## src/hw/rtl/peer_address_table_defines.svh

```systemverilog
// Assertion macros shared by the peer address table RTL.
// Depends on a clk and rst signal in the scope of each use.
`ifndef PEER_ADDRESS_TABLE_DEFINES_SVH
`define PEER_ADDRESS_TABLE_DEFINES_SVH

// Same-cycle implication, disabled during reset
`define PAT_ASSERT_IMPL(lbl, ante, cons, msg) \
  lbl: assert property (@(posedge clk) disable iff (rst) (ante) |-> (cons)) \
    else $error(msg);

// Next-cycle implication, disabled during reset
`define PAT_ASSERT_NEXT(lbl, ante, cons, msg) \
  lbl: assert property (@(posedge clk) disable iff (rst) (ante) |=> (cons)) \
    else $error(msg);

`endif

```

## src/hw/rtl/pat_pkg.sv

```systemverilog
// Types and constants of the peer address table.
// No dependencies; imported by every module of the block.
package pat_pkg;

  localparam int DEPTH   = 8;
  localparam int IDX_W   = (DEPTH > 1) ? $clog2(DEPTH) : 1;
  localparam int CNT_W   = $clog2(DEPTH + 1);
  localparam int QUEUE_DEPTH = 2;

  localparam logic signed [7:0] NO_STRENGTH = -8'sd128;

  typedef enum logic [1:0] {
    CMD_ADD    = 2'd0,
    CMD_REMOVE = 2'd1,
    CMD_LOOKUP = 2'd2,
    CMD_CLEAR  = 2'd3
  } cmd_t;

  typedef enum logic [1:0] {
    STAT_OK        = 2'd0,
    STAT_APPENDED  = 2'd1,
    STAT_FULL      = 2'd2,
    STAT_NOT_FOUND = 2'd3
  } status_t;

  typedef enum logic [2:0] {
    B_IDLE,
    B_START,
    B_SCAN,
    B_SHIFT,
    B_RESP
  } back_state_t;

  // one command on its way from the front to the back
  typedef struct packed {
    cmd_t              op;
    logic [47:0]       addr;
    logic signed [7:0] strength;
    logic              host;
    logic [31:0]       time_ms;
  } item_t;

  // one table slot
  typedef struct packed {
    logic [47:0]       addr;
    logic signed [7:0] strength;
    logic [31:0]       seen;
    logic              host;
  } entry_t;

  // one response
  typedef struct packed {
    status_t           status;
    logic              found;
    logic signed [7:0] strength;
    logic              host;
    logic [31:0]       seen;
    logic [3:0]        count;
  } result_t;

endpackage

```

## src/hw/rtl/pat_front.sv

```systemverilog
// Front end: takes command items, decodes the opcode, holds them in one register.
// Depends on pat_pkg.
module pat_front import pat_pkg::*; (
  input  logic              clk,
  input  logic              rst,
  input  logic              cmd_valid,
  output logic              cmd_ready,
  input  logic [1:0]        command,
  input  logic [47:0]       peer_address,
  input  logic signed [7:0] signal_strength,
  input  logic              host_flag,
  input  logic [31:0]       time_ms,
  output logic              f_valid,
  input  logic              f_ready,
  output item_t             f_item
);

  item_t decoded;

  // decode the opcode and pack the fields
  always_comb begin
    decoded.op       = cmd_t'(command);
    decoded.addr     = peer_address;
    decoded.strength = signal_strength;
    decoded.host     = host_flag;
    decoded.time_ms  = time_ms;
  end

  // take a new item whenever the register is empty or drains this cycle
  assign cmd_ready = !f_valid || f_ready;

  always_ff @(posedge clk) begin
    if (rst) begin
      f_valid <= 1'b0;
    end else if (cmd_ready) begin
      f_valid <= cmd_valid;
    end
  end

  always_ff @(posedge clk) begin
    if (cmd_valid && cmd_ready) begin
      f_item <= decoded;
    end
  end

endmodule

```

## src/hw/rtl/pat_queue.sv

```systemverilog
// Short command queue between the front end and the table engine.
// Depends on pat_pkg.
module pat_queue import pat_pkg::*; (
  input  logic  clk,
  input  logic  rst,
  input  logic  push_valid,
  output logic  push_ready,
  input  item_t push_item,
  output logic  pop_valid,
  input  logic  pop_ready,
  output item_t pop_item
);

  localparam int PTR_W  = (QUEUE_DEPTH > 1) ? $clog2(QUEUE_DEPTH) : 1;
  localparam int QCNT_W = $clog2(QUEUE_DEPTH + 1);

  item_t             slots [QUEUE_DEPTH];
  logic [PTR_W-1:0]  wr_ptr;
  logic [PTR_W-1:0]  rd_ptr;
  logic [QCNT_W-1:0] fill;
  logic              do_push;
  logic              do_pop;

  assign push_ready = fill != QCNT_W'(QUEUE_DEPTH);
  assign pop_valid  = fill != '0;
  assign pop_item   = slots[rd_ptr];
  assign do_push    = push_valid && push_ready;
  assign do_pop     = pop_valid && pop_ready;

  // pointers and fill level
  always_ff @(posedge clk) begin
    if (rst) begin
      wr_ptr <= '0;
      rd_ptr <= '0;
      fill   <= '0;
    end else begin
      if (do_push) begin
        wr_ptr <= (wr_ptr == PTR_W'(QUEUE_DEPTH - 1)) ? '0 : wr_ptr + 1'b1;
      end
      if (do_pop) begin
        rd_ptr <= (rd_ptr == PTR_W'(QUEUE_DEPTH - 1)) ? '0 : rd_ptr + 1'b1;
      end
      if (do_push && !do_pop) begin
        fill <= fill + 1'b1;
      end else if (do_pop && !do_push) begin
        fill <= fill - 1'b1;
      end
    end
  end

  always_ff @(posedge clk) begin
    if (do_push) begin
      slots[wr_ptr] <= push_item;
    end
  end

endmodule

```

## src/hw/rtl/pat_back.sv

```systemverilog
// Table engine: scans the slot memory, updates, appends, removes with shift-down.
// Depends on pat_pkg.
module pat_back import pat_pkg::*; (
  input  logic    clk,
  input  logic    rst,
  input  logic    q_valid,
  output logic    q_ready,
  input  item_t   q_item,
  output logic    rsp_valid,
  input  logic    rsp_ready,
  output result_t rsp
);

  back_state_t      state;
  back_state_t      state_next;
  item_t            item;
  logic [IDX_W-1:0] idx;
  logic [IDX_W-1:0] idx_next;
  logic [CNT_W-1:0] count;
  logic [CNT_W-1:0] count_next;
  result_t          res;
  result_t          res_next;
  result_t          rsp_load;

  // slot memory: one write and one registered read port
  entry_t           mem [DEPTH];
  entry_t           rd_data;
  logic             rd_en;
  logic [IDX_W-1:0] rd_idx;
  logic             wr_en;
  logic [IDX_W-1:0] wr_idx;
  entry_t           wr_data;

  logic             rsp_free;
  logic             load_rsp;
  logic             cnt_zero;
  logic             room;
  logic             hit;
  logic             more_scan;
  logic             more_shift;
  logic [CNT_W-1:0] idx_inc;
  logic [CNT_W:0]   idx_inc2;
  logic             is_clear;
  logic             miss_append;
  result_t          miss_res;
  result_t          hit_res;
  result_t          clear_res;
  entry_t           new_entry;
  entry_t           upd_entry;

  // conditions
  assign rsp_free   = !rsp_valid || rsp_ready;
  assign cnt_zero   = count == '0;
  assign room       = count < CNT_W'(DEPTH);
  assign hit        = rd_data.addr == item.addr;
  assign idx_inc    = CNT_W'(idx) + CNT_W'(1);
  assign idx_inc2   = (CNT_W + 1)'(idx) + (CNT_W + 1)'(2);
  assign more_scan  = idx_inc < count;
  assign more_shift = idx_inc2 < (CNT_W + 1)'(count);
  assign is_clear   = item.op == CMD_CLEAR;

  // entries written by add
  always_comb begin
    new_entry.addr     = item.addr;
    new_entry.strength = item.strength;
    new_entry.seen     = item.time_ms;
    new_entry.host     = item.host;
    upd_entry          = rd_data;
    upd_entry.strength = item.strength;
    upd_entry.seen     = item.time_ms;
  end

  // candidate responses; count is filled when the response is loaded
  always_comb begin
    miss_append = (item.op == CMD_ADD) && room;

    miss_res.found = 1'b0;
    miss_res.count = '0;
    if (item.op == CMD_ADD) begin
      miss_res.status = room ? STAT_APPENDED : STAT_FULL;
    end else begin
      miss_res.status = STAT_NOT_FOUND;
    end
    if (miss_append) begin
      miss_res.strength = item.strength;
      miss_res.host     = item.host;
      miss_res.seen     = item.time_ms;
    end else begin
      miss_res.strength = NO_STRENGTH;
      miss_res.host     = 1'b0;
      miss_res.seen     = '0;
    end

    hit_res.status   = STAT_OK;
    hit_res.found    = 1'b1;
    hit_res.host     = rd_data.host;
    hit_res.count    = '0;
    if (item.op == CMD_ADD) begin
      hit_res.strength = item.strength;
      hit_res.seen     = item.time_ms;
    end else begin
      hit_res.strength = rd_data.strength;
      hit_res.seen     = rd_data.seen;
    end

    clear_res.status   = STAT_OK;
    clear_res.found    = 1'b0;
    clear_res.strength = NO_STRENGTH;
    clear_res.host     = 1'b0;
    clear_res.seen     = '0;
    clear_res.count    = '0;
  end

  // response with the final entry count
  always_comb begin
    rsp_load       = res;
    rsp_load.count = 4'(count);
  end

  // next state
  always_comb begin
    state_next = state;
    case (state)
      B_IDLE: begin
        if (q_valid) state_next = B_START;
      end
      B_START: begin
        if (is_clear || cnt_zero) state_next = B_RESP;
        else                      state_next = B_SCAN;
      end
      B_SCAN: begin
        if (hit) begin
          if (item.op == CMD_REMOVE && more_scan) state_next = B_SHIFT;
          else                                    state_next = B_RESP;
        end else if (!more_scan) begin
          state_next = B_RESP;
        end
      end
      B_SHIFT: begin
        if (!more_shift) state_next = B_RESP;
      end
      B_RESP: begin
        if (rsp_free) state_next = B_IDLE;
      end
      default: state_next = B_IDLE;
    endcase
  end

  // datapath controls per state
  always_comb begin
    q_ready    = state == B_IDLE;
    rd_en      = 1'b0;
    rd_idx     = idx;
    wr_en      = 1'b0;
    wr_idx     = idx;
    wr_data    = rd_data;
    idx_next   = idx;
    count_next = count;
    res_next   = res;
    load_rsp   = 1'b0;
    case (state)
      B_IDLE: begin
      end
      B_START: begin
        if (is_clear) begin
          count_next = '0;
          res_next   = clear_res;
        end else if (cnt_zero) begin
          res_next = miss_res;
          if (miss_append) begin
            wr_en      = 1'b1;
            wr_idx     = '0;
            wr_data    = new_entry;
            count_next = count + 1'b1;
          end
        end else begin
          rd_en    = 1'b1;
          rd_idx   = '0;
          idx_next = '0;
        end
      end
      B_SCAN: begin
        if (hit) begin
          res_next = hit_res;
          if (item.op == CMD_ADD) begin
            wr_en   = 1'b1;
            wr_data = upd_entry;
          end else if (item.op == CMD_REMOVE) begin
            if (more_scan) begin
              rd_en  = 1'b1;
              rd_idx = IDX_W'(idx_inc);
            end else begin
              count_next = count - 1'b1;
            end
          end
        end else if (!more_scan) begin
          res_next = miss_res;
          if (miss_append) begin
            wr_en      = 1'b1;
            wr_idx     = IDX_W'(count);
            wr_data    = new_entry;
            count_next = count + 1'b1;
          end
        end else begin
          rd_en    = 1'b1;
          rd_idx   = IDX_W'(idx_inc);
          idx_next = IDX_W'(idx_inc);
        end
      end
      B_SHIFT: begin
        // move the slot above down by one
        wr_en = 1'b1;
        if (more_shift) begin
          rd_en    = 1'b1;
          rd_idx   = IDX_W'(idx_inc2);
          idx_next = IDX_W'(idx_inc);
        end else begin
          count_next = count - 1'b1;
        end
      end
      B_RESP: begin
        load_rsp = rsp_free;
      end
      default: begin
      end
    endcase
  end

  // control registers
  always_ff @(posedge clk) begin
    if (rst) begin
      state     <= B_IDLE;
      count     <= '0;
      rsp_valid <= 1'b0;
    end else begin
      state <= state_next;
      count <= count_next;
      if (load_rsp) begin
        rsp_valid <= 1'b1;
      end else if (rsp_ready) begin
        rsp_valid <= 1'b0;
      end
    end
  end

  // payload registers
  always_ff @(posedge clk) begin
    if (q_valid && q_ready) begin
      item <= q_item;
    end
    idx <= idx_next;
    res <= res_next;
    if (load_rsp) begin
      rsp <= rsp_load;
    end
  end

  // slot memory
  always_ff @(posedge clk) begin
    if (wr_en) begin
      mem[wr_idx] <= wr_data;
    end
    if (rd_en) begin
      rd_data <= mem[rd_idx];
    end
  end

endmodule

```

## src/hw/rtl/peer_address_table.sv

```systemverilog
// Peer address table: front end, two-item queue and a scanning table engine.
// Response time grows with the slots scanned (matched slot plus one, or the entry count)
// and, on remove, with the entries shifted. The engine takes one item at a time through
// the single read port of the slot memory; it takes a new item only after the last response is loaded.
// Reset (synchronous, rst high) empties the table count, queue and handshakes at once;
// slot contents are not swept, since slots at or above the count are never read.
`include "peer_address_table_defines.svh"
module peer_address_table import pat_pkg::*; (
  input  logic              clk,
  input  logic              rst,
  input  logic              cmd_valid,
  output logic              cmd_ready,
  input  logic [1:0]        command,
  input  logic [47:0]       peer_address,
  input  logic signed [7:0] signal_strength,
  input  logic              host_flag,
  input  logic [31:0]       time_ms,
  output logic              rsp_valid,
  input  logic              rsp_ready,
  output logic [1:0]        status,
  output logic              found,
  output logic signed [7:0] entry_strength,
  output logic              entry_host,
  output logic [31:0]       entry_seen,
  output logic [3:0]        entry_count
);

  logic    f_valid;
  logic    f_ready;
  item_t   f_item;
  logic    q_valid;
  logic    q_ready;
  item_t   q_item;
  result_t rsp;

  pat_front u_front (
    .clk             (clk),
    .rst             (rst),
    .cmd_valid       (cmd_valid),
    .cmd_ready       (cmd_ready),
    .command         (command),
    .peer_address    (peer_address),
    .signal_strength (signal_strength),
    .host_flag       (host_flag),
    .time_ms         (time_ms),
    .f_valid         (f_valid),
    .f_ready         (f_ready),
    .f_item          (f_item)
  );

  pat_queue u_queue (
    .clk        (clk),
    .rst        (rst),
    .push_valid (f_valid),
    .push_ready (f_ready),
    .push_item  (f_item),
    .pop_valid  (q_valid),
    .pop_ready  (q_ready),
    .pop_item   (q_item)
  );

  pat_back u_back (
    .clk       (clk),
    .rst       (rst),
    .q_valid   (q_valid),
    .q_ready   (q_ready),
    .q_item    (q_item),
    .rsp_valid (rsp_valid),
    .rsp_ready (rsp_ready),
    .rsp       (rsp)
  );

  // response fields
  assign status         = rsp.status;
  assign found          = rsp.found;
  assign entry_strength = rsp.strength;
  assign entry_host     = rsp.host;
  assign entry_seen     = rsp.seen;
  assign entry_count    = rsp.count;

  // checks
  `PAT_ASSERT_IMPL(a_full_only_when_full, rsp_valid && status == STAT_FULL, entry_count == 4'(DEPTH) && !found, "full reported with room left")
  `PAT_ASSERT_IMPL(a_found_is_ok, rsp_valid && found, status == STAT_OK, "match reported with error status")
  `PAT_ASSERT_IMPL(a_no_entry_fields, rsp_valid && !found && status != STAT_APPENDED, entry_strength == NO_STRENGTH && entry_seen == 32'd0 && !entry_host, "no-entry fields not defaulted")
  `PAT_ASSERT_NEXT(a_front_holds_item, cmd_valid && cmd_ready, f_valid, "accepted item lost at the front")

endmodule

```

## config.mk

```make
export PLATFORM = sky130hd
export DESIGN_NAME = peer_address_table
export DESIGN_NICKNAME = d
export VERILOG_FILES = /design/src/hw/rtl/pat_pkg.sv /design/src/hw/rtl/pat_front.sv /design/src/hw/rtl/pat_queue.sv /design/src/hw/rtl/pat_back.sv /design/src/hw/rtl/peer_address_table.sv
export VERILOG_INCLUDE_DIRS = /design/src /design/src/hw/rtl
export SDC_FILE = /design/constraint.sdc
export NUM_CORES = 1
export LEC_CHECK = 0
export ABC_CLOCK_PERIOD_IN_PS = 19020
export BUFFER_PORTS_ARGS = -buffer_cell sky130_fd_sc_hd__buf_2
export CAP_MARGIN = 25
export CORE_ASPECT_RATIO = 2
export CORE_UTILIZATION = 40
export DETAILED_ROUTE_END_ITERATION = 10
export PLACE_DENSITY_LB_ADDON = 0.2
export SYNTH_ARGS = -nofsm -noshare
export SYNTH_HDL_FRONTEND = slang
export SYNTH_SLANG_ARGS = --single-unit
```

## constraint.sdc

```tcl
create_clock -name clk -period 19.02 [get_ports clk]
set_input_delay 0 -clock clk [delete_from_list [all_inputs] [get_ports clk]]
set_output_delay 0 -clock clk [all_outputs]
set_load 0.03 [all_outputs]
```

Yosys cells after proc, flatten, opt, wreduce, memory -nomap -nowiden
Memories as Yosys holds them, arrays and structs flattened. A register that Yosys moved wholly into a read port is not among the register bits.
Cells that the tools add are included.

cells by class
  add/subtract/negate cells = 8
  $lt $le $gt $ge = 3
  eq/ne operators = 18
  mux-type cells = 79
  reductions and logical operators = 26

operators by type and width
  cell                                                                    count
  89-bit two-way mux                                                      5
  48-bit two-way mux                                                      4
  89-bit one-hot mux with 2 select lines                                  1
  48-bit one-hot mux with 2 select lines                                  1
  41-bit two-way mux                                                      2
  3-bit two-way mux                                                       22
  48-bit equality test                                                    1
  4-bit two-way mux                                                       9
  32-bit two-way mux                                                      1
  1-bit two-way mux                                                       22
  3-bit one-hot mux with 3 select lines                                   2
  3-bit one-hot mux with 5 select lines                                   1
  4-bit one-hot mux with 3 select lines                                   1
  2-bit two-way mux                                                       4
  8-bit two-way mux                                                       1
  2-bit != test (second input constant)                                   4
  2-bit nonzero test                                                      4
  1-bit logical AND                                                       7
  3-bit by 2-bit equality test with 1-bit output (second input constant)  2
  2-bit by 1-bit != test with 1-bit output (second input constant)        3
  3-bit != test (second input constant)                                   2
  1-bit one-hot mux with 3 select lines                                   2
  3-bit one-hot mux with 2 select lines                                   1
  3-bit AND reduction                                                     2
  24 further kinds                                                        30

word-level totals
  register bits after elaboration = 199
  RAM bits = 894
  input bits = 95
  logic and storage cells = 160
  memories kept = 2

memories
  memory         depth  bits a word  read ports  clocked after memory_dff  wr ports  RTL line         RTL
  u_back.mem     8      89           1           1                         1         pat_back.sv:26   entry_t mem [DEPTH];
  u_queue.slots  2      91           1           1                         1         pat_queue.sv:17  item_t slots [QUEUE_DEPTH];

Logic depth before layout (Yosys ltp)
  depth after elaboration = 8
  mapped depth = 13
  depth with buffers taken out = 10

Modules after synthesis
From an unflattened synthesis, not the netlist that was laid out.

unflattened totals
  cell total of the unflattened synthesis = 3923
  area total of the unflattened synthesis = 57213.6 um^2

modules (own cells, without submodules)
  module     times used  cells an instance  area each (um^2)  seq. area each (um^2)
  pat_back   1           3520               47640.7           29798.6
  pat_queue  1           307                6785.3            5565.3
  pat_front  1           96                 2787.7            2752.6

Worst setup path before layout
No wires, ideal clock.

  path kind = flip-flop to flip-flop
  start = register u_back.idx[1]
  end = memory u_back.mem[5][0] (netlist bit) (enable)
  arrival = 16172 ps
  data required time = 18008 ps
  path slack = 1836 ps
  cell stages (with the launch flop) = 11
  path buffers = 0
  clock period less this slack = 17184 ps
  path through = edfxtp_1 ha_1 ha_1 a21boi_0 o211ai_1 nand2_1 nand2_1 nor2_1 o21ai_1 a22oi_1 a2111oi_0

between the ends
  longest elaborated chain between the ends = 7
  elaborated cells between the ends (all ways) = 14
  those cells by class = 1 x add/sub; 1 x order compare; 12 x mux

RTL lines
  element                                  RTL line         RTL
  start: declaration                       pat_back.sv:17   logic [IDX_W-1:0] idx;
  start signal: assignment                 pat_back.sv:251  idx <= idx_next;
  3-bit by 1-bit adder with 4-bit output   pat_back.sv:56   assign idx_inc = CNT_W'(idx) + CNT_W'(1);
  4-bit less-than comparator               pat_back.sv:58   assign more_scan = idx_inc < count;
  1-bit two-way mux                        pat_back.sv:196  end else if (!more_scan) begin
  1-bit two-way mux                        pat_back.sv:183  if (hit) begin
  1-bit one-hot mux with 3 select lines    pat_back.sv:161  case (state)
  1-bit two-way mux                        pat_back.sv:260  if (wr_en) begin
  1-bit two-way mux (not written as such)  pat_back.sv:261  mem[wr_idx] <= wr_data;
  end: declaration                         pat_back.sv:26

Parallel ways exist; a longest one is shown, timed or not.

Worst setup path in the final report
  start = register, netlist name u_back.item[79]
  end = memory u_back.mem[5][60] (netlist bit) (enable)

between the ends
  longest elaborated chain between the ends = 5
  elaborated cells between the ends (all ways) = 7
  those cells by class = 1 x eq/ne; 6 x mux

RTL lines
  element                                  RTL line         RTL
  48-bit equality test (*)                 pat_back.sv:55   assign hit = rd_data.addr == item.addr;
  1-bit two-way mux                        pat_back.sv:183
  1-bit one-hot mux with 3 select lines    pat_back.sv:161
  1-bit two-way mux                        pat_back.sv:260
  1-bit two-way mux (not written as such)  pat_back.sv:261

Mark *: on every way between the ends. The rest lies on a longest branch, timed or not.

==> qor.csv <==
metric;value;unit
grt_max_degree;159;
worst_pin_slew;1.063;ns
path_max_fanout;52;
total_power;7.490;mW
syn2layout_area_growth;16.01;%
start_util;40.33;%
dieArea;0.1255;mm2
hold_viol_final;0;
fillCellCount;10560;
synth_cells;3116;
ant_nets;0;
netlist_area;0.04959;mm2
synth.distinct_cells;62;
die_h;499.9;um
place_inst;4654;
setup_tns;0;ns
setup_slack;12.56;ns
grt.overflow.total;0;
drt_iter0_drc;2492;
nets;3494;
grt_pass1_wl;200700;um
critPathTopFamily;buffers and inverters;
end_kind;flop;
max_stage_delay;0.89;ns
critPathSlowestCell;buf_4;
p_leak;19.12;nW
crit_required;19.36;ns
synth_commonest_cells;1260 x edfxtp_1, 209 x nor2_1, 194 x nand3_1, 192 x clkbuf_1, 185 x nand2_1;
clockBufferDepth;3;
vias;29770;
critPathLaunchType;flop;
synthArstFlopShare;0;%
rsz0062_at_grt;no;
antenna_found_initial;1;
r2r_slack;12.56;ns
yosys_warnings;0;
vias_per_cell;5.896;
status;completed;
finalCritPeriodShare;33.97;%
clock-root-buffer;clkbuf_16;
path_cells;xor2_1 -> nor4_1 -> nand4_1 -> nor3_2 -> buf_4 -> nor2_1 -> o21ai_4 -> buf_4 -> a32oi_1 -> a2111oi_2 -> buf_4 -> buf_4;
post-place-ws;12.63;ns
clkSlewWorstSetupHoldPaths;0.06;ns
io_buffers;144;
hold_path.class;input pin to flop;
synth_flop_cell;edfxtp_1;
dp_hpwl;73700;um
hold_slack;0.01653;ns
crit_top_cell;buf_4;
slew_headroom;29.11;%
dieWidth;251.0;um
synth_area_leaders;edfxtp_1 76%, a2111oi_0 3.2%, mux2_2 2.8%, a211oi_1 2.7%, and3_1 2.3%;
synth_edf_count;1260;
grt_pass1_vias;31420;
synth_seq_area_share;76.83;%
ir_worst_vdd;0.00007964;V
routedWlPerCell;26.97;um
drive_above_1_share;15.65;%
globalplace.congestion;0.8824;
register_area;0.03810;mm2
grt_use_total;21.52;%
setup_viol;0;
drc;0;
design.core.area;0.1230;mm2
maxSlewViolCount;0;
syn-num-nets;3222;
clock_latency;0.75;ns
cts.sinks;1273;
synth-seq-cells;1273;
cts_tree;done;
critPathKind;flop to flop;
instances_no_fill;5048;
totalWireLength;136200;um
yosysTopAreaCell;edfxtp_1;
htreeDepth;3;
multi_input_area;0.01067;mm2
fin_crit;6.462;ns
yosysTopAreaCellShare;76.30;%
cap_violations;0;
first_pass_iters;6;
synth_most_common_cell;edfxtp_1;
rows;182;
fin_skew;0.02752;ns
fmax;154.8;MHz
io_pins;145;
p_per_area;130.2;mW/mm2
critPathBufInv;4;
numCtsBuffers;113;
avgSynthCellArea;15.91;um2
arrival;6.81;ns
cell families (layout without fill, tap and decap cells):
kind of cell | after synthesis | count (layout) | synth area share (%)
mux | 124 | 124 | 2.813
fa+ha+maj | 11 | 11 | 0.2775
xor+xnor | 54 | 54 | 0.9538
buf+inv | 250 | 617 | 2.150
other cells | 0 | 1 | 0
simple gates | 914 | 914 | 9.096
flops | 1273 | 1273 | 76.83
compound gates | 490 | 490 | 7.883
what timing repair did:
item,4_1_cts,5_1_grt
hold buffers,180,0
endpoints found under the hold margin,119,0
resized for setup,0,0
setup buffers,0,0
worst paths after layout:
check	from	cells past startpoint	endpoint
setup / recovery	u_back.item[79]$_DFFE_PP_	12	u_back.mem[5][60]$_DFFE_PP_
hold / removal	peer_address[33]	2	u_front.f_item[74]$_DFFE_PP_
setup reg to reg	u_back.item[79]$_DFFE_PP_	12	u_back.mem[5][60]$_DFFE_PP_
hold reg to reg	u_back.res[17]$_DFFE_PP_	0	u_back.rsp[17]$_DFFE_PP_
placed cells by master (no fill, tap or decap), types with 5 or more instances in the layout:
| cell | synthesis | layout |
|---|---|---|
| o21ai_0 | 18 | 18 |
| clkbuf_1 | 192 | 21 |
| inv_1 | 16 | 15 |
| clkbuf_16 | 0 | 115 |
| dlygate4sd3_1 | 0 | 180 |
| nor4_1 | 103 | 101 |
| nor3_2 | 0 | 7 |
| nor2_1 | 209 | 204 |
| nand4_1 | 5 | 5 |
| a2111oi_0 | 180 | 179 |
| and3_1 | 179 | 178 |
| nand2_1 | 185 | 184 |
| nand3_1 | 194 | 193 |
| ha_1 | 11 | 11 |
| xor2_1 | 53 | 53 |
| a22o_1 | 46 | 46 |
| bufinv_16 | 0 | 9 |
| clkinv_1 | 0 | 22 |
| nor2_4 | 0 | 5 |
| a21oi_1 | 27 | 26 |
| clkinvlp_4 | 0 | 6 |
| clkinv_2 | 0 | 25 |
| buf_4 | 3 | 55 |
| dfxtp_1 | 13 | 12 |
| edfxtp_1 | 1260 | 1260 |
| a211oi_1 | 180 | 179 |
| buf_2 | 21 | 148 |
| mux2_2 | 123 | 123 |
power by group:
group	total, mW	switching, mW	internal, mW
Clock	2.29	1.04	1.24
Sequential	3.64	0.146	3.50
Combinational	1.56	1.10	0.457
registers in the layout, summed over array words and instances, names as in the netlist, 2 cells and up:
name            cells
u_back.mem        712
u_queue.slots     182
u_back.item        91
u_front.f_item     91
u_back.rd_data     88
u_back.rsp         48
u_back.res         44
u_back.count        4
u_back.idx          3
u_back.state        3
u_queue.fill        2
stage by stage:
step | instance area, um2 | util [%]
finish | 57530 | 46.78
global route | 57530 | 46.78
CTS | 57470 | 46.73
detailed placement | 52030 | 42.31
global placement | 51990 | 42.28
floorplan | 49590 | -
area by class of cell:
class	instances	area share (%)
diodes	1	0.004350
clock buffers	138	5.187
clock inverters	72	1.127
inverters	16	0.1088
multi-input cells	1593	18.55
flip-flops and latches	1273	66.23
well taps	1564	3.402
repair buffers	391	5.392
per-layer routing:
metal	track usage, %	vias up	share of wire (%)	wire, um
met2	39.64	1163	53	72550
met4	11.33	0	4.8	6469
met3	2.624	309	5.0	6790
met1	24.13	15320	37	50360
li1	-	12970	-	-
met5	0	-	0	0
(Power assumes the default switching activity.)
